### src/rtl/plq_pkg.sv
// plq_pkg: sizes, codes and shared types of the polygon locate query block
// no dependencies; imported by every module of the block

package plq_pkg;

    localparam int MaxPolygons = 256;
    localparam int MaxVertices = 8;
    localparam int PolyW       = $clog2(MaxPolygons);
    localparam int VertW       = $clog2(MaxVertices);
    localparam int AddrW       = PolyW + VertW;
    localparam int CountW      = 4;
    localparam int PolyCountW  = 9;
    localparam int RadiusW     = 31;
    localparam int CoordW      = 32;
    localparam int MagW        = 32;
    localparam int MulW        = 33;
    localparam int ProdW       = 2 * MulW;
    localparam int SumW        = 66;
    localparam int NumW        = 2 * SumW;
    localparam int QuoW        = 68;
    localparam int DistW       = 64;
    localparam int R2W         = 2 * RadiusW;
    localparam int StepW       = 4;
    localparam int CfgIdxW     = 1;

    localparam logic OP_WRITE = 1'b0;
    localparam logic OP_QUERY = 1'b1;

    localparam logic [CfgIdxW-1:0] CFG_POLYGON_COUNT = 1'd0;
    localparam logic [CfgIdxW-1:0] CFG_AGENT_RADIUS  = 1'd1;

    typedef struct packed {
        logic signed [CoordW-1:0] x;
        logic signed [CoordW-1:0] y;
        logic signed [CoordW-1:0] z;
    } vertex_t;

    typedef struct packed {
        logic busy;
        logic done;
    } div_stat_t;

    typedef enum logic [3:0] {
        ST_IDLE,
        ST_CNT_RD,
        ST_CNT_GET,
        ST_LD_A,
        ST_LD_B,
        ST_LD_C,
        ST_DIFF,
        ST_MUL,
        ST_ACC,
        ST_DECIDE,
        ST_DIV_GO,
        ST_DIV,
        ST_EDGE_END,
        ST_POLY_END,
        ST_FINAL,
        ST_OUT
    } state_t;

    typedef enum logic [1:0] {
        MODE_CONTAIN,
        MODE_DIST,
        MODE_WIDE,
        MODE_RADIUS
    } mode_t;

endpackage

### src/rtl/plq_mul_unit.sv
// plq_mul_unit: the shared 33x33 unsigned multiplier with a registered product
// depends on plq_pkg

module plq_mul_unit
    import plq_pkg::*;
(
    input  logic             clk,
    input  logic             en,
    input  logic [MulW-1:0]  a,
    input  logic [MulW-1:0]  b,
    output logic [ProdW-1:0] prod
);

    logic [ProdW-1:0] prod_reg;

    always_ff @(posedge clk)
    begin
        if (en)
        begin
            prod_reg <= ProdW'(a) * ProdW'(b);
        end
    end

    assign prod = prod_reg;

endmodule

### config.mk
export PLATFORM = sky130hd
export DESIGN_NAME = plq_mul_unit
export DESIGN_NICKNAME = d
export VERILOG_FILES = /design/src/rtl/plq_pkg.sv /design/src/rtl/plq_mul_unit.sv
export SDC_FILE = /design/constraint.sdc
export NUM_CORES = 2
export LEC_CHECK = 0
export BUFFER_PORTS_ARGS = -buffer_cell sky130_fd_sc_hd__buf_4
export CAP_MARGIN = 5
export CORE_MARGIN = 10
export CORE_UTILIZATION = 30
export DETAILED_ROUTE_END_ITERATION = 8
export GPL_TIMING_DRIVEN = 0
export RECOVER_POWER = 50
export SYNTH_ARGS = -nofsm -noshare
export SYNTH_HDL_FRONTEND = slang
export SYNTH_SLANG_ARGS = --single-unit
### constraint.sdc
create_clock -name clk -period 9 [get_ports clk]
set_input_delay 0.45 -clock clk [delete_from_list [all_inputs] [get_ports clk]]
set_output_delay 0.45 -clock clk [all_outputs]
set_load 0.005 [all_outputs]
==> metrics.txt <==
status finished with violations; failing checks max-capacitance violations, max-slew violations; CTS tree done; Clk Tree Root Cell clkbuf_16; Worst Setup Slack, final 0.173 ns; normalized max-slew margin -1.45; Seq/Total Area, Yosys 0.0532; WP data required 9.13 ns; Layout fillers 12900; Yosys top cell by area fa_1; nets 5483; Largest register FFs 66; Min-Delay Startpoint b[0]; met3 wire length around 14 mm; Pre-antenna DRT Iters 6; drt initial violations ~2400; Tightest Pin Transition 3.68 ns; clock tree sinks 66; cts hold-fix bufs 0; Worst Hold Depth 2; die height 372 um; Seq. cell area 1980 sq um; vias per std cell 4.94; CTS H-tree depth 3; Fmax 113 MHz; GRT Overall Usage 0.203; area of the multi-input gates roughly 31000 sq um; gp weighted congestion 0.989; synth unique cells 57; area grow syn2layout 9.00%; DR vias 28900; type of the most critical hold path input pin to register; ys async rst share 0; initial antenna violation count 14; top cells by area, synth fa_1 (51%), inv_1 (11%), and2_1 (9.6%); final non-filler cell area ~40000 sq um; Mapped Cells about 4000; Mapped Nets 5339; die area 139000 sq um; wl on met1 54.0 mm; Crit Path Max Fanout 10; post-detail-place hpwl 118 mm; critical path startpoint category input pin; most frequent cells in the layout inv_1 (1048), fa_1 (958), and2_1 (574); EDFF count, synth 66; number of global-route vias before repair 30800; hold endpoint prod[0]; die width 372 um; WP data arrival 8.96 ns; Core Util, Final 0.329; Post-CTS Setup Bufs 0; share of cells above drive strength 1 0.0372; crit end category register; Fin. Hold Viols 0; max-slew violations 67; Final ANT Viol Nets 0; global route overflow 0; post-place setup slack -0.587 ns; clock buffer depth 2; max layer used met5; CTS clk-pin slew, worst paths 0.06 ns; Critical Setup Path Class input pin to register; Final Critical Period 8.83 ns; largest net degree at the start of global routing 67; period utilization 0.981; ys flop type edfxtp_1; DR WL met2 62.5 mm; starting density of the core 0.302; Yosys top cell area share 0.515; Post-Syn Area 37300 sq um; IO Port Bufs 133; Post-Route WL 140 mm; std cell rows 129; Setup violations, final 0; Avg Inst Size Synth 9.21 sq um; synthesized flop and latch total 66; core area approximately 120000 sq um; DP Area 40300 sq um; most common library cell in the layout ignoring fill and taps inv_1; max_cap viols 1; DRC viols 0; Worst Hold Slack 0.447 ns; first-pass GRT wire length 205 mm; I/O pin cnt 134; average routed wire per standard cell 24.0 um; synth warn 0; CTS buffer count 9
-- synth_stat cells, types with 2 or more instances --
cell type	instances
o31a_1	2
inv_1	1048
a21boi_1	3
o21ai_2	2
o21bai_1	8
a31oi_1	6
o31ai_1	3
nand2_1	567
edfxtp_1	66
and2_1	574
nand2b_1	2
nand3_1	10
a21oi_1	73
a211oi_1	5
o211ai_1	2
fa_1	958
and4_1	4
o21ai_1	23
nor2b_1	6
and3_1	7
a211o_1	2
nor4_1	2
nand4_1	16
xor2_1	24
a31o_1	2
nor3_1	4
or3_1	2
o21a_1	7
ha_1	265
buf_2	2
a221oi_1	2
o21ai_0	15
xnor2_1	41
a21o_1	31
o41ai_1	2
clkbuf_1	209
nor2_1	33
-- cell type report --
cell class,instances,share of cell area
Tap cell,1637,0.0504
Clock buffer,9,0.00554
Inverter,1049,0.0969
Clock inverter,7,0.00188
Timing Repair Buffer,133,0.0228
Sequential cell,66,0.0488
Buffer,211,0.0200
Antenna cell,14,0.000862
Multi-Input combinational cell,2722,0.753
-- worst max-delay path, stage by stage --
cell and delay [ns]:
buf_4 0.19, clkbuf_1 0.48, and2_1 0.37, fa_1 0.50, inv_1 0.08, fa_1 0.61
inv_1 0.10, fa_1 0.50, inv_1 0.05, fa_1 0.52, inv_1 0.05, fa_1 0.51
fa_1 0.43, fa_1 0.50, inv_1 0.05, fa_1 0.47, inv_1 0.04, ha_1 0.37
nand2_1 0.20, or4_1 0.52, or3_1 0.41, o22ai_2 0.36, o211a_1 0.28, o21ai_2 0.12
nand3b_4 0.20, o31a_1 0.34, o21ai_2 0.14, xor2_1 0.08
-- routing by layer --
metal | vias to the layer above | GRT usage
met4 | 6 | 0.113
li1 | 11900 | -
met2 | 1535 | 0.315
met1 | 15100 | 0.259
met3 | 368 | 0.0496
met5 | - | 0
-- cell families after synthesis --
logic type	count (synthesis)	synth area share
buf+inv	1260	0.127
simple gates	1233	0.167
fa+ha+maj	1223	0.604
compound gates	201	0.0339
flops	66	0.0532
xor+xnor	65	0.0153
-- worst max path at each step --
stage	startpoint	slack [ns]	depth (start not counted)	end
6_report	b[19]	0.17	28	prod[58]
5_1_grt	b[8]	-0.03	26	prod[58]
4_1_cts	a[19]	0.06	30	prod[63]
3_5_place_dp	a[19]	-0.59	28	prod[64]
3_3_place_gp	b[18]	-0.55	25	prod[64]
2_1_floorplan	b[0]	1.32	28	prod[58]
-- metrics by stage --
stage / cells / setup TNS [ns]
2_1_floorplan: 4048 / 0
3_3_place_gp: 5818 / -2.63
3_5_place_dp: 5818 / -2.98
4_1_cts: 5834 / 0
5_1_grt: 5836 / -0.0274
6_report: 5848 / 0
-- timing repair --
item | in CTS | in global routing
setup endpoints to repair | 1 | 15
gates resized for setup | 1 | 48
endpoints found under the hold margin | 0 | 0
Power is not shown: default switching activity piles up to over one toggle a cycle in this logic, so the estimate is an artifact.
