==> src/rtl/plq_pkg.sv <==
// plq_pkg: sizes, codes and shared types of the polygon locate query block
// no dependencies; imported by every module of the block

package plq_pkg;

    localparam int MaxPolygons = 256;
    localparam int MaxVertices = 8;
    localparam int PolyW       = $clog2(MaxPolygons);
    localparam int VertW       = $clog2(MaxVertices);
    localparam int AddrW       = PolyW + VertW;
    localparam int CountW      = 4;
    localparam int PolyCountW  = 9;
    localparam int RadiusW     = 31;
    localparam int CoordW      = 32;
    localparam int MagW        = 32;
    localparam int MulW        = 33;
    localparam int ProdW       = 2 * MulW;
    localparam int SumW        = 66;
    localparam int NumW        = 2 * SumW;
    localparam int QuoW        = 68;
    localparam int DistW       = 64;
    localparam int R2W         = 2 * RadiusW;
    localparam int StepW       = 4;
    localparam int CfgIdxW     = 1;

    localparam logic OP_WRITE = 1'b0;
    localparam logic OP_QUERY = 1'b1;

    localparam logic [CfgIdxW-1:0] CFG_POLYGON_COUNT = 1'd0;
    localparam logic [CfgIdxW-1:0] CFG_AGENT_RADIUS  = 1'd1;

    typedef struct packed {
        logic signed [CoordW-1:0] x;
        logic signed [CoordW-1:0] y;
        logic signed [CoordW-1:0] z;
    } vertex_t;

    typedef struct packed {
        logic busy;
        logic done;
    } div_stat_t;

    typedef enum logic [3:0] {
        ST_IDLE,
        ST_CNT_RD,
        ST_CNT_GET,
        ST_LD_A,
        ST_LD_B,
        ST_LD_C,
        ST_DIFF,
        ST_MUL,
        ST_ACC,
        ST_DECIDE,
        ST_DIV_GO,
        ST_DIV,
        ST_EDGE_END,
        ST_POLY_END,
        ST_FINAL,
        ST_OUT
    } state_t;

    typedef enum logic [1:0] {
        MODE_CONTAIN,
        MODE_DIST,
        MODE_WIDE,
        MODE_RADIUS
    } mode_t;

endpackage

==> src/rtl/plq_count_store.sv <==
// plq_count_store: per-polygon vertex counts with valid bits, unwritten reads zero
// depends on plq_pkg

module plq_count_store
    import plq_pkg::*;
(
    input  logic              clk,
    input  logic              rst_n,
    input  logic              we,
    input  logic [PolyW-1:0]  wr_addr,
    input  logic [CountW-1:0] wr_data,
    input  logic [PolyW-1:0]  rd_addr,
    output logic [CountW-1:0] rd_count
);

    logic [CountW-1:0] mem [MaxPolygons];
    logic [MaxPolygons-1:0] valid_reg;
    logic [CountW-1:0] rd_data_reg;
    logic rd_valid_reg;

    always_ff @(posedge clk)
    begin
        if (we)
        begin
            mem[wr_addr] <= wr_data;
        end
        rd_data_reg <= mem[rd_addr];
    end

    always_ff @(posedge clk or negedge rst_n)
    begin
        if (!rst_n)
        begin
            valid_reg    <= '0;
            rd_valid_reg <= 1'b0;
        end
        else
        begin
            if (we)
            begin
                valid_reg[wr_addr] <= 1'b1;
            end
            rd_valid_reg <= valid_reg[rd_addr];
        end
    end

    assign rd_count = rd_valid_reg ? rd_data_reg : '0;

endmodule

==> config.mk <==
export PLATFORM = sky130hd
export DESIGN_NAME = plq_count_store
export DESIGN_NICKNAME = d
export VERILOG_FILES = /design/src/rtl/plq_pkg.sv /design/src/rtl/plq_count_store.sv
export SDC_FILE = /design/constraint.sdc
export NUM_CORES = 1
export LEC_CHECK = 0
export BUFFER_PORTS_ARGS = -buffer_cell sky130_fd_sc_hd__buf_2
export CAP_MARGIN = 20
export CORE_UTILIZATION = 35
export CTS_BUF_LIST = sky130_fd_sc_hd__clkbuf_16
export DETAILED_ROUTE_END_ITERATION = 12
export GPL_TIMING_DRIVEN = 1
export SYNTH_ARGS = -nofsm -noshare
export SYNTH_HDL_FRONTEND = slang
export SYNTH_SLANG_ARGS = --single-unit
==> constraint.sdc <==
create_clock -name clk -period 5.65 [get_ports clk]
set_clock_uncertainty 0.15 [all_clocks]
set_input_delay 0.2825 -clock clk [delete_from_list [all_inputs] [get_ports clk]]
set_output_delay 0.2825 -clock clk [all_outputs]
set_load 0.01 [all_outputs]
==> results.yml <==
logic_synthesis:
  yosys.area_share.adder: 0
  postSynthAreaPerCell_sq_um: 18.3
  synthesis.instances: 2771
  ys_async_sr_fraction: 0.200
  synthesis.area_sq_um: 50800
  synth_top_family_by_area: "multiplexers"
  yosys.area_share.simple: 0.0675
  synth_edf_count: 1024
  yosysWarnings: 0
  synthFlopType: "edfxtp_1"
  ys_top_cells_by_area: "edfxtp_1, dfrtp_1, mux4_2"
  synth_cell_types: 47
  syn_nets: 2794
  ys_seq_elements: 1285
  synthXorXnorAreaFrac: 0
  synthMuxAreaShare: 0.156
  yosys.area.top_type: "edfxtp_1"
  synth-seq-area-share: 0.733
  synth_top_area_share: 0.605
  synth_compound_area_frac: 0.0276
timing:
  whs_ns: 0.0219
  period_minus_slack_ns: 3.12
  finalMaxSlewViolations: 0
  setup-tns-final_ns: 0
  fin_crit_sh: 0.553
  fmaxAchievable_mhz: 320
  rsz0062_at_grt: "no"
  worst_slew_pin_slew_ns: 1.11
  slew_headroom: 0.253
  setup_ws_ns: 2.53
  setup_violations: 0
  hold_viol: 0
die:
  core_area_sq_um: 144000
  floorplan.initialDensity: 0.353
  die_x_um: 383
  ios: 27
  row_count: 139
  die-area_sq_um: 147000
  die_h_um: 383
pwr:
  power.density_nw_per_um2: 350
  leakage_nw: 20.3
  power.total_mw: 20.1
  peakVddDrop_mv: 0.296
drt:
  dr.pass1.iters: 11
  drc_errors: 6
  vias: 25600
  viasPerCell: 5.28
  first_iter_violations: 2551
  wl_um: 123000
  wl_per_cell_um: 25.4
  antenna_left: 0
worst_hold_path:
  min_path_type: "in2reg"
global_route:
  grt_pass1_wl_um: 181000
  grt_pass1_vias: 26200
  gr-total-overflow: 0
  grt_max_degree: 157
  grt_usage: 0.169
  antenna_found_initial: 6
cells_and_area:
  areaGrowthSynthToFinish_pct: 12.9
  largest_register_ffs: 1024
  final_common_cell: "edfxtp_1"
  drive_gt1_frac: 0.273
  nets: 2853
  layout.cell_area.non_filler_sq_um: 57400
  fillers: 12800
  most-common-layout-cells: "edfxtp_1, mux4_2, nor2_1, or2_2, dfrtp_1"
  post-route-util: 0.399
  stdcell_count: 4846
clock_tree:
  post-cts-setup-buffers: 0
  cts_made_buffers: 131
  h-tree-depth: 4
  ctsHoldBuffers: 3
  ctsResizeCount: 0
  clockBufferDepth: 3
  clkLatencyLatePin_ns: 0.77
  cts_tree: "yes"
  cts-root-buf: "clkbuf_16"
  clkTransAtPathRegs_ns: 0.06
  cts_sinks: 1285
critical_path:
  critPathLaunchType: "input pin"
  crit_required_ns: 6.15
  path_max_fanout: 59
  r2r_setup_slack_ns: 3.00
  cp_data_arrival_time_ns: 3.63
  worstSetupEndpointType: "flop"
  critPathKind: "in2reg"
run:
  drv_cap: 0
status:
  failed_checks: "design-rule violations"
  outcome: "finished, violations left"
placed_design:
  portBuffers: 26
  dpl.cell_count: 4597
  gp_congestion: 0.827
  pre_cts_ws_ns: 1.71
  place_area_sq_um: 53100
  dpl.hpwl_um: 75000
==> metal layers <==
layer,wire [um],track usage
met1,53600,0.237
met2,57800,0.262
met3,8670,0.0352
met4,2840,0.0529
met5,47,0
==> kinds of logic (layout without fill, tap and decap cells) <==
family	Yosys count	in the layout
compound gates	193	193
flops	1285	1285
mux	443	443
other cells	0	3
simple gates	691	691
buf+inv	159	328
==> path summary, 6_finish.rpt <==
path,start,end,depth (start not counted)
max in group asynchronous,rst_n,valid_reg[187],3
max,rd_addr[0],rd_data_reg[3],8
min reg2reg,valid_reg[206],valid_reg[206],1
min in group asynchronous,rst_n,valid_reg[226],3
max reg2reg,valid_reg[40],rd_valid_reg,7
min,wr_data[1],mem[96][1],1
==> critical path: stages <==
cell,delay [ns]
buf_8,0.41
buf_12,0.35
buf_4,0.30
mux4_2,0.55
mux4_2,0.53
a21oi_1,0.36
a32oi_1,0.23
or3_1,0.40
==> power breakdown <==
group	leakage, nW	switching [mW]	internal [mW]
clock	2.21	3.64	4.84
combinational	5.41	0.680	0.466
sequential	12.7	0.0761	10.4
==> synth_stat cells, types with 14 or more instances <==
library cell / count
or2_2: 258
a21oi_1: 26
dfrtp_1: 257
nor2_1: 273
nand3_1: 36
a211oi_1: 19
nor2b_1: 14
o221ai_1: 54
mux2i_1: 160
a22oi_1: 16
buf_2: 21
edfxtp_1: 1024
nand2_1: 65
mux4_2: 278
o22ai_1: 36
buf_4: 25
clkbuf_1: 87
==> area by class of cell <==
class / instances / area (sq um) / share of cell area
Multi-Input combinational cell: 1327 / 12800 / 0.222
Sequential cell: 1285 / 37300 / 0.650
Clock buffer: 136 / 3400 / 0.0593
Antenna cell: 3 / 7.51 / 0.000131
Inverter: 2 / 7.51 / 0.000131
Clock inverter: 107 / 798 / 0.0139
Tap cell: 1903 / 2380 / 0.0415
Timing Repair Buffer: 83 / 751 / 0.0131
Note: power is estimated with default switching activity, not from simulation.
