<file path="src/rtl/plq_pkg.sv">
// plq_pkg: sizes, codes and shared types of the polygon locate query block
// no dependencies; imported by every module of the block

package plq_pkg;

    localparam int MaxPolygons = 256;
    localparam int MaxVertices = 8;
    localparam int PolyW       = $clog2(MaxPolygons);
    localparam int VertW       = $clog2(MaxVertices);
    localparam int AddrW       = PolyW + VertW;
    localparam int CountW      = 4;
    localparam int PolyCountW  = 9;
    localparam int RadiusW     = 31;
    localparam int CoordW      = 32;
    localparam int MagW        = 32;
    localparam int MulW        = 33;
    localparam int ProdW       = 2 * MulW;
    localparam int SumW        = 66;
    localparam int NumW        = 2 * SumW;
    localparam int QuoW        = 68;
    localparam int DistW       = 64;
    localparam int R2W         = 2 * RadiusW;
    localparam int StepW       = 4;
    localparam int CfgIdxW     = 1;

    localparam logic OP_WRITE = 1'b0;
    localparam logic OP_QUERY = 1'b1;

    localparam logic [CfgIdxW-1:0] CFG_POLYGON_COUNT = 1'd0;
    localparam logic [CfgIdxW-1:0] CFG_AGENT_RADIUS  = 1'd1;

    typedef struct packed {
        logic signed [CoordW-1:0] x;
        logic signed [CoordW-1:0] y;
        logic signed [CoordW-1:0] z;
    } vertex_t;

    typedef struct packed {
        logic busy;
        logic done;
    } div_stat_t;

    typedef enum logic [3:0] {
        ST_IDLE,
        ST_CNT_RD,
        ST_CNT_GET,
        ST_LD_A,
        ST_LD_B,
        ST_LD_C,
        ST_DIFF,
        ST_MUL,
        ST_ACC,
        ST_DECIDE,
        ST_DIV_GO,
        ST_DIV,
        ST_EDGE_END,
        ST_POLY_END,
        ST_FINAL,
        ST_OUT
    } state_t;

    typedef enum logic [1:0] {
        MODE_CONTAIN,
        MODE_DIST,
        MODE_WIDE,
        MODE_RADIUS
    } mode_t;

endpackage

</file>
<file path="src/rtl/plq_divider.sv">
// plq_divider: restoring divider, one quotient bit a cycle, for the edge projection
// depends on plq_pkg; numerator must give a quotient below 2^QuoW

module plq_divider
    import plq_pkg::*;
(
    input  logic            clk,
    input  logic            rst_n,
    input  logic            start,
    input  logic [NumW-1:0] num,
    input  logic [SumW-1:0] den,
    output div_stat_t       stat,
    output logic [QuoW-1:0] quotient
);

    localparam int CntW = $clog2(QuoW + 1);

    logic [SumW-1:0] rem_reg;
    logic [QuoW-1:0] low_reg;
    logic [QuoW-1:0] quo_reg;
    logic [CntW-1:0] cnt_reg;
    logic busy_reg;
    logic done_reg;
    logic [SumW:0] trial;
    logic [SumW:0] diff;
    logic take;

    assign trial = {rem_reg, low_reg[QuoW-1]};
    assign diff  = trial - {1'b0, den};
    assign take  = trial >= {1'b0, den};

    always_ff @(posedge clk)
    begin
        if (start)
        begin
            rem_reg <= SumW'(num[NumW-1:QuoW]);
            low_reg <= num[QuoW-1:0];
            quo_reg <= '0;
        end
        else if (busy_reg)
        begin
            rem_reg <= take ? diff[SumW-1:0] : trial[SumW-1:0];
            low_reg <= {low_reg[QuoW-2:0], 1'b0};
            quo_reg <= {quo_reg[QuoW-2:0], take};
        end
    end

    always_ff @(posedge clk or negedge rst_n)
    begin
        if (!rst_n)
        begin
            busy_reg <= 1'b0;
            done_reg <= 1'b0;
            cnt_reg  <= '0;
        end
        else
        begin
            done_reg <= 1'b0;
            if (start)
            begin
                busy_reg <= 1'b1;
                cnt_reg  <= CntW'(QuoW);
            end
            else if (busy_reg)
            begin
                cnt_reg <= cnt_reg - 1'b1;
                if (cnt_reg == CntW'(1))
                begin
                    busy_reg <= 1'b0;
                    done_reg <= 1'b1;
                end
            end
        end
    end

    assign stat.busy = busy_reg;
    assign stat.done = done_reg;
    assign quotient  = quo_reg;

endmodule
</file>
<file path="config.mk">
export PLATFORM = sky130hd
export DESIGN_NAME = plq_divider
export DESIGN_NICKNAME = d
export VERILOG_FILES = /design/src/rtl/plq_pkg.sv /design/src/rtl/plq_divider.sv
export SDC_FILE = /design/constraint.sdc
export NUM_CORES = 1
export LEC_CHECK = 0
export BUFFER_PORTS_ARGS = -buffer_cell sky130_fd_sc_hd__buf_2
export CORE_AREA = 3 3 194 139
export CTS_BUF_LIST = sky130_fd_sc_hd__clkbuf_2 sky130_fd_sc_hd__clkbuf_4 sky130_fd_sc_hd__clkbuf_8
export DETAILED_ROUTE_END_ITERATION = 10
export DIE_AREA = 0 0 197 142
export PLACE_DENSITY = 0.78
export SLEW_MARGIN = 10
export SYNTH_ARGS = -nofsm -noshare
export SYNTH_HDL_FRONTEND = slang
export SYNTH_SLANG_ARGS = --single-unit
</file>
<file path="constraint.sdc">
create_clock -name clk -period 4.2 [get_ports clk]
set_input_delay 0.21 -clock clk [delete_from_list [all_inputs] [get_ports clk]]
set_output_delay 0.21 -clock clk [all_outputs]
set_load 0.01 [all_outputs]
</file>
==> results of run 1 <==
-- where the power goes --
| group | total, W | switching [W] | internal [W] |
|---|---|---|---|
| combinational | 0.00505 | 0.00301 | 0.00204 |
| sequential | 0.00297 | 0.000241 | 0.00273 |
| clock | 0.00209 | 0.000908 | 0.00119 |
| total | 0.0101 | 0.00416 | 0.00595 |
-- worst paths after layout --
path,start,to,depth (start not counted)
worst max-delay path,rem_reg[2],rem_reg[53],11
worst min-delay path,num[89],rem_reg[21],3
worst max register to register,rem_reg[2],rem_reg[53],11
worst min register to register,quotient[67],quotient[67],2
max in group asynchronous,rst_n,busy_reg,2
min in group asynchronous,rst_n,cnt_reg[3],2
-- per-layer routing --
layer | part of all wire | vias to the layer above
li1 | - | 5728
met1 | 0.45 | 5520
met3 | 0.085 | 75
met4 | 0.027 | 2
met2 | 0.44 | 529
met5 | 0.00034 | -
-- kinds of logic (layout without fill, tap and decap cells) --
kind of cell    after synthesis  count (layout)  synth area share
compound gates              319             319             0.159
flops                       211             211             0.425
fa+ha+maj                    69              69            0.0663
simple gates                431             431             0.146
mux                         145             145             0.117
other cells                   0               7                 0
buf+inv                     161             536            0.0481
xor+xnor                     56              56            0.0373
-- layout by cell type (no fill, tap or decap), types with 9 or more instances in the layout --
master         count
buf_4             13
inv_1             82
o21ai_0           50
dfxtp_1           70
mux2_2            69
a31oi_1           36
a21o_1            21
o21a_1            15
nand2b_1           9
a21oi_1           90
ha_1              68
nor2_1           162
nand3_1           22
nand4_1           24
dlygate4sd3_1    102
and3_1            11
nor3_1            21
nand2_1          140
edfxtp_1         132
xor2_1            26
xnor2_1           30
a211oi_1          12
buf_2            269
mux2i_1           76
clkbuf_4          13
a2bb2oi_1         16
clkbuf_8          40
o21bai_1          12
-- tightest hold or removal path, delay by kind of cell --
family          cells  cell delay [ns]
simple gates        1             0.03
buf+inv             1             0.08
compound gates      1             0.14
-- area by class of cell --
class | count | share of cell area
flip-flops and latches | 211 | 0.337
clock inverters | 11 | 0.00859
inverters | 84 | 0.0193
clock buffers | 53 | 0.0390
well taps | 331 | 0.0249
multi-input cells | 1020 | 0.417
repair buffers | 388 | 0.153
diodes | 7 | 0.00106
-- stage by stage --
| step | utilization | area [um^2] | setup WS [ns] | hold WS (ns) |
|---|---|---|---|---|
| 2_1_floorplan | - | 13100 | 0.560 | -0.0856 |
| 3_3_place_gp | 0.582 | 14800 | 0.681 | 0.0688 |
| 3_5_place_dp | 0.582 | 14800 | 0.570 | 0.0675 |
| 4_1_cts | 0.653 | 16600 | 0.542 | 0.00187 |
| 5_1_grt | 0.654 | 16600 | 0.268 | 0.0191 |
| 6_report | 0.654 | 16600 | 0.512 | 0.0222 |
==> flow_metrics.tcl, run 1 <==
set metrics [dict create \
    status "finished, final reports clean" \
    drive_above_1_share 0.248 \
    r2r_slack_ns 0.51 \
    max_stage_delay_ns 0.40 \
    synthTopCellsByArea "edfxtp_1 (30%), dfxtp_1 (11%), ha_1 (6.5%)" \
    dr.pass1.iters 5 \
    drc 0 \
    hold_path_class "input pin to flop" \
    core_um2 25400 \
    yosysWarnings 0 \
    root_buffer "clkbuf_8" \
    path_cells "ha_1 > a21o_1 > a21oi_1 > a21oi_1 > o21ai_1 > a31oi_4 > o2111ai_4 > a21oi_2 > o21ai_4 > nor2_1 > a221o_1" \
    syn_area_um2 13100 \
    synth_fp_nets 1662 \
    drtAntennaViolNets 0 \
    hpwlAfterDp_um 26300 \
    num-nets-final 2011 \
    path_common_cell "a21oi_1" \
    slowest_stage "edfxtp_1" \
    first_global_vias 11500 \
    clock_latency_ns 0.57 \
    grt_pass1_wl_um 59700 \
    finalCritPeriodShare 0.878 \
    io_buffers 270 \
    ys.flop_type "edfxtp_1" \
    finClkSkew_ns 0.0339 \
    multi_input_area_um2 6930 \
    synth_edf_count 132 \
    yosysSeqAreaShare 0.425 \
    avgSynthCellArea_um2 9.44 \
    setup_tns_ns 0 \
    stdcell_count 2105 \
    crit_required_ns 4.49 \
    slew-limit-headroom 0.312 \
    worst-path-max-fanout 10 \
    cts_resized 0 \
    place.gp.congestion 0.949 \
    ys_seq_elements 211 \
    end_kind "flop" \
    drv_slew 0 \
    post-place-cells 1932 \
    cts.sinks 211 \
    gr-usage-met2 0.399 \
    wl_per_cell_um 18.1 \
    p_total_w 0.0101 \
    rsz0062_at_grt "false" \
    pin_count 271 \
    syn_inst 1392 \
    grt-ovfl-total 0 \
    yosysTopAreaCell "edfxtp_1" \
    syn_to_final_growth_pct 26.3 \
    cts_tree "done" \
    cp.buffers_inverters 0 \
    cpLargestDelayFamily "compound AO/OA/AOI/OAI gates" \
    hold_viol 0 \
    min_period_ns 3.69 \
    track_usage 0.264 \
    antenna_found_initial 7 \
    finalSetupViolCount 0 \
    vias 11900 \
    synth_common_cells "nor2_1 (162), nand2_1 (140), edfxtp_1 (132), a21oi_1 (90), inv_1 (84)" \
    yosysMostFrequentCell "nor2_1" \
    p_leak_nw 7.79 \
    wl_um 38200 \
    htree_num_levels 2 \
    clock_path_buffers 3 \
    die_area_um2 28000 \
    postCtsSetupBuffers 0 \
    die_height_um 142 \
    startpoint_type "flop" \
    powerDensity_nw_per_um2 609 \
    yosysTopAreaCellShare 0.302 \
    viasPerCell 5.63 \
    seq_area_um2 5590 \
    fmaxAchievable_ghz 0.271 \
    fp-row-count 49 \
    die_w_um 197 \
    numCtsBuffers 36 \
    initial_core_util 0.518 \
    drtIter0Drc 918 \
    met1_usage 0.380 \
    grt_max_degree 70 \
    fillers 2046 \
    gr-usage-met3 0.0551 \
    cap_violations 0 \
    top_usage_layer "met2" \
    synth_cell_types 62 \
    cp.arrival_ns 3.98 \
    clkTransAtPathRegs_ns 0.07 \
    crit_type "flop to flop" \
    tightestPinTransition_ns 1.03 \
    vdd_drop_max_uv 321 \
    synthArstFlopShare 0.0427 \
    ctsHoldBuffers 102 \
]
Note: power is estimated with default switching activity, not from simulation.
==> run 2: changes to the inputs <==
--- a/config.mk
+++ b/config.mk
@@ -6,11 +6,13 @@
 export NUM_CORES = 1
 export LEC_CHECK = 0
 export BUFFER_PORTS_ARGS = -buffer_cell sky130_fd_sc_hd__buf_2
-export CORE_AREA = 3 3 194 139
+export CORE_AREA = 3 3 180 129
 export CTS_BUF_LIST = sky130_fd_sc_hd__clkbuf_2 sky130_fd_sc_hd__clkbuf_4 sky130_fd_sc_hd__clkbuf_8
 export DETAILED_ROUTE_END_ITERATION = 10
-export DIE_AREA = 0 0 197 142
-export PLACE_DENSITY = 0.78
+export DIE_AREA = 0 0 183 132
+export HOLD_SLACK_MARGIN = 0.05
+export PLACE_DENSITY = 0.86
+export RECOVER_POWER = 50
 export SLEW_MARGIN = 10
 export SYNTH_ARGS = -nofsm -noshare
 export SYNTH_HDL_FRONTEND = slang
==> constraint.sdc (replaced) <==
create_clock -name clk -period 4.7 [get_ports clk]
set_input_delay 0.235 -clock clk [delete_from_list [all_inputs] [get_ports clk]]
set_output_delay 0.235 -clock clk [all_outputs]
set_load 0.01 [all_outputs]
==> flow_metrics.tcl, run 2 (synthesized netlist as in run 1, its figures left out) <==
set metrics [dict create \
    status "finished, violations left" \
    violations "capacitance limit, slew limit" \
    crit_type "flop to flop" \
    grt_pass1_wl_um 61000 \
    slew-limit-headroom -0.675 \
    cts.sinks 211 \
    htree_num_levels 2 \
    finalSetupViolCount 0 \
    num-nets-final 1995 \
    p_leak_nw 7.35 \
    grt-ovfl-total 0 \
    pwr-share-clk 0.187 \
    core_um2 21600 \
    fmaxAchievable_ghz 0.249 \
    first_global_vias 11900 \
    power_frac_comb 0.512 \
    rr_startpoint "rem_reg[2]" \
    r2r_slack_ns 0.69 \
    hold_path_class "input pin to flop" \
    holdPathStages 3 \
    drv_slew 337 \
    cpLargestDelayFamily "compound AO/OA/AOI/OAI gates" \
    rsz0062_at_grt "false" \
    slowest_stage "o21a_2" \
    powerDensity_nw_per_um2 549 \
    antenna_found_initial 5 \
    reg2reg_depth 12 \
    pin_count 271 \
    startpoint_type "flop" \
    root_buffer "clkbuf_8" \
    fp-row-count 45 \
    hold_viol 0 \
    mostFrequentLayoutCells "buf_2 (199), nor2_1 (162), nand2_1 (140), edfxtp_1 (132), dlygate4sd3_1 (91)" \
    finClkSkew_ns 0.0237 \
    cts_resized 0 \
    drc 0 \
    die_w_um 183 \
    numCtsBuffers 34 \
    die_area_um2 24200 \
    vias 12300 \
    fin_util 0.748 \
    cts_tree "done" \
    initial_core_util 0.608 \
    holdCritStartpoint "num[97]" \
    grt_max_degree 88 \
    setup_tns_ns 0 \
    die_height_um 132 \
    viasPerCell 6.04 \
    hpwlAfterDp_um 26200 \
    min_period_ns 4.01 \
    postCtsSetupBuffers 0 \
    r2r-end "rem_reg[19]" \
    finalCritPeriodShare 0.854 \
    placed_area_um2 14700 \
    io_buffers 270 \
    p_int_w 0.00510 \
    cap_violations 5 \
    clock_path_buffers 3 \
    cp.buffers_inverters 1 \
    power_switching_w 0.00377 \
    wl_um 39200 \
    drive_above_1_share 0.203 \
    drtAntennaViolNets 0 \
    path_cells "ha_1 > nand3_1 > o21bai_1 > a21oi_1 > o21ai_1 > a31oi_4 > o2111ai_4 > a21oi_2 > o21a_2 > buf_4 > mux2i_1 > o21ai_0" \
    tightestPinTransition_ns 2.51 \
    cp.arrival_ns 4.20 \
    clkTransAtPathRegs_ns 0.06 \
    dr.pass1.iters 5 \
    place.gp.congestion 0.955 \
    ctsHoldBuffers 90 \
    end_kind "flop" \
    p_seq_frac 0.301 \
    fin_hold_ws_ns 0.0556 \
    max_stage_delay_ns 0.45 \
    syn_to_final_growth_pct 23.0 \
    track_usage 0.310 \
    wl_per_cell_um 19.3 \
    crit_required_ns 4.89 \
    worst_hold_path.endpoint "rem_reg[29]" \
    worst-path-max-fanout 20 \
    mostFrequentLayoutCell "buf_2" \
    vdd_drop_max_uv 255 \
    clock_latency_ns 0.54 \
    switching_share 0.425 \
    p_total_w 0.00887 \
    final_cell_area_um2 16200 \
    drtIter0Drc 1344 \
]
==> run 2: cell types whose count changed in the layout (fill, tap and decap cells not counted), sizes merged <==
cell / previous run / this run
clkinv: 6 / 2
dlygate4sd3: 102 / 91
diode: 7 / 4
bufinv: 3 / 0
buf: 286 / 209
clkbuf: 53 / 127
inv: 84 / 85
==> run 2: area by class of cell <==
class | count | area [um^2]
Clock inverter | 5 | 33.8
Antenna cell | 4 | 10.0
Clock buffer | 53 | 654
Sequential cell | 211 | 5590
Multi-Input combinational cell | 1020 | 6930
Fill cell | 1602 | 5460
Inverter | 84 | 315
Tap cell | 282 | 353
Timing Repair Buffer | 374 | 2280
==> run 2: worst max-delay path by stage <==
stage,start,to,slack (ns),cells after the start
detailed placement,rem_reg[2],rem_reg[19],0.93,12
global placement,rem_reg[27],rem_reg[63],1.13,11
global route,rem_reg[2],rem_reg[19],0.52,12
floorplan,busy_reg,low_reg[0],0.28,5
finish,rem_reg[2],rem_reg[19],0.69,12
CTS,rem_reg[2],rem_reg[19],0.90,12
==> run 2: layer usage <==
layer,track usage,part of all wire
met5,0,0.00033
met4,0.119,0.041
met3,0.0827,0.11
met2,0.474,0.44
met1,0.424,0.41
==> run 2: metrics by stage <==
step                      worst slack [ns]  instances
final                                0.687       2033
after global placement                1.13       1880
after global routing                 0.520       2033
after CTS                            0.896       2028
after floorplan                      0.279       1392
after detailed placement             0.929       1880
==> run 2: worst reg2reg max path: stages (launching register included) <==
cell	delay (ns)
edfxtp_1	0.40
ha_1	0.39
nand3_1	0.12
o21bai_1	0.20
a21oi_1	0.25
o21ai_1	0.17
a31oi_4	0.35
o2111ai_4	0.20
a21oi_2	0.43
o21a_2	0.45
buf_4	0.34
mux2i_1	0.26
o21ai_0	0.11
==> run 2: power groups by stage <==
| stage | Combinational (W) | Sequential, W | Clock [W] |
|---|---|---|---|
| floorplan | 0.00329 | 0.00261 | 0 |
| global placement | 0.00421 | 0.00266 | 0 |
| detailed placement | 0.00428 | 0.00268 | 0 |
| CTS | 0.00438 | 0.00266 | 0.00166 |
| global route | 0.00494 | 0.00270 | 0.00176 |
| finish | 0.00454 | 0.00267 | 0.00166 |
==> run 3: changes to the inputs <==
--- a/config.mk
+++ b/config.mk
@@ -5,13 +5,14 @@
 export SDC_FILE = /design/constraint.sdc
 export NUM_CORES = 1
 export LEC_CHECK = 0
-export BUFFER_PORTS_ARGS = -buffer_cell sky130_fd_sc_hd__buf_2
-export CORE_AREA = 3 3 180 129
+export ABC_AREA = 1
+export CORE_AREA = 3 3 197 141
 export CTS_BUF_LIST = sky130_fd_sc_hd__clkbuf_2 sky130_fd_sc_hd__clkbuf_4 sky130_fd_sc_hd__clkbuf_8
 export DETAILED_ROUTE_END_ITERATION = 10
-export DIE_AREA = 0 0 183 132
+export DIE_AREA = 0 0 200 144
+export DONT_BUFFER_PORTS = 1
 export HOLD_SLACK_MARGIN = 0.05
-export PLACE_DENSITY = 0.86
+export PLACE_DENSITY = 0.75
 export RECOVER_POWER = 50
 export SLEW_MARGIN = 10
 export SYNTH_ARGS = -nofsm -noshare
==> flow_metrics.tcl, run 3 <==
set metrics [dict create \
    status "finished, violations left" \
    violations "capacitance limit, slew limit" \
    drc 0 \
    clkTransAtPathRegs_ns 0.08 \
    root_buffer "clkbuf_8" \
    pin_count 271 \
    holdPathStages 4 \
    clock_path_buffers 3 \
    clock_latency_ns 0.63 \
    track_usage 0.377 \
    end_kind "flop" \
    hold_viol 0 \
    synth_edf_count 132 \
    core_um2 25800 \
    hold_path_class "input pin to flop" \
    worst-path-max-fanout 101 \
    fp-row-count 49 \
    hpwlAfterDp_um 38600 \
    rsz0062_at_grt "false" \
    p_leak_nw 9.78 \
    synth_cell_types 33 \
    viasPerCell 5.53 \
    crit_type "flop to flop" \
    fmaxAchievable_ghz 0.257 \
    stdcell_count 3008 \
    avgSynthCellArea_um2 6.29 \
    die_area_um2 28800 \
    dr.pass1.iters 6 \
    drtAntennaViolNets 0 \
    yosysSeqAreaShare 0.353 \
    die_w_um 200 \
    num-nets-final 2895 \
    rr_startpoint "busy_reg" \
    htree_num_levels 1 \
    drv_slew 187 \
    mostFrequentLayoutCells "nand2_1 (1067), inv_1 (545), nand3_1 (191), dlygate4sd3_1 (134), edfxtp_1 (132)" \
    drive_above_1_share 0.0332 \
    setup_tns_ns 0 \
    worst_hold_path.endpoint "rem_reg[0]" \
    yosysTopAreaCell "nand2_1" \
    synth_fp_nets 2789 \
    r2r-end "quotient[41]" \
    grt_pass1_wl_um 84400 \
    ys.flop_type "edfxtp_1" \
    fillers 2059 \
    place.gp.congestion 1.03 \
    finalCritPeriodShare 0.829 \
    yosysTopAreaCellShare 0.253 \
    first_global_vias 15600 \
    die_height_um 144 \
    yosysWarnings 0 \
    ys_seq_elements 211 \
    mostFrequentLayoutCell "nand2_1" \
    wl_per_cell_um 18.5 \
    yosysMostFrequentCell "nand2_1" \
    r2r_slack_ns 0.81 \
    synth_common_cells "nand2_1 (1067), inv_1 (545), nand3_1 (191), edfxtp_1 (132), nor2_1 (112)" \
    holdCritStartpoint "den[0]" \
    syn_to_final_growth_pct 14.0 \
    cap_violations 2 \
    post-place-cells 2814 \
    tightestPinTransition_ns 3.13 \
    drtIter0Drc 1857 \
    synthTopCellsByArea "nand2_1 (25%), edfxtp_1 (25%), inv_1 (13%)" \
    vdd_drop_max_uv 358 \
    crit_required_ns 5.22 \
    fin_ws_ns 0.805 \
    antenna_found_initial 0 \
    synthArstFlopShare 0.0427 \
    powerDensity_nw_per_um2 554 \
    min_period_ns 3.89 \
    fin_util 0.700 \
    numCtsBuffers 31 \
    dp_worst_setup_slack_ns 1.31 \
    startpoint_type "flop" \
    slew-limit-headroom -1.10 \
    grt-ovfl-total 0 \
    cts_tree "done" \
    finClkSkew_ns 0.0128 \
    io_buffers 0 \
    finalSetupViolCount 0 \
    syn_area_um2 15900 \
    fin_hold_ws_ns 0.102 \
    grt_max_degree 138 \
    vias 16600 \
    initial_core_util 0.614 \
    reg2reg_depth 4 \
    cp.arrival_ns 4.42 \
    cts.sinks 211 \
    syn_inst 2519 \
    wl_um 55800 \
]
-- run 3: per-stage QoR --
stage | instance area (um^2) | total power [W]
6_report | 18100 | 0.0100
5_1_grt | 18100 | 0.0107
4_1_cts | 18100 | 0.00970
3_5_place_dp | 16000 | 0.00789
3_3_place_gp | 16000 | 0.00778
2_1_floorplan | 15900 | 0.00652
-- run 3: timing repair --
item,CTS,global route
hold buffers,135,0
endpoints found under the hold margin,148,0
setup buffers,0,0
gates resized for setup,0,0
-- run 3: per-layer routing --
metal,GRT usage,wire (um)
met1,0.516,23200
met3,0.114,6880
met4,0.115,1920
met5,0,0
met2,0.578,23800
-- run 3: how the worst max path moves through the flow --
| stage | depth (start not counted) | slack (ns) | from | endpoint |
|---|---|---|---|---|
| floorplan | 4 | 1.77 | start | low_reg[0] |
| global placement | 13 | 1.47 | rem_reg[11] | rem_reg[32] |
| detailed placement | 13 | 1.31 | rem_reg[12] | rem_reg[35] |
| CTS | 13 | 1.28 | rem_reg[12] | rem_reg[31] |
| global route | 4 | 0.54 | busy_reg | quotient[41] |
| finish | 4 | 0.81 | busy_reg | quotient[41] |
-- run 3: area by class of cell --
| cell class | instances | area (um^2) | area share |
|---|---|---|---|
| Timing Repair Buffer | 140 | 1430 | 0.0792 |
| Sequential cell | 211 | 5590 | 0.309 |
| Tap cell | 357 | 447 | 0.0247 |
| Clock inverter | 16 | 155 | 0.00859 |
| Antenna cell | 1 | 2.50 | 0.000138 |
| Clock buffer | 42 | 534 | 0.0296 |
| Inverter | 553 | 2080 | 0.115 |
| Multi-Input combinational cell | 1688 | 7830 | 0.433 |
-- run 3: logic make-up (layout without fill, tap and decap cells) --
logic type / after synthesis / count (layout) / synth area share
xor+xnor: 31 / 31 / 0.0171
compound gates: 132 / 132 / 0.0478
simple gates: 1456 / 1456 / 0.374
fa+ha+maj: 69 / 69 / 0.0549
flops: 211 / 211 / 0.353
buf+inv: 620 / 751 / 0.154
other cells: 0 / 1 / 0
-- run 3: power by group --
part | total, W | internal, W | switching (W)
combinational | 0.00568 | 0.00180 | 0.00387
clock | 0.00173 | 0.000908 | 0.000821
sequential | 0.00260 | 0.00239 | 0.000210
total | 0.0100 | 0.00510 | 0.00491
-- run 3: worst max-delay path, stage by stage, from the launching register on --
cell and delay (ns):
dfrtp_1 0.49, nor2_1 0.37, clkinvlp_4 1.76, buf_12 0.84, o22ai_1 0.30
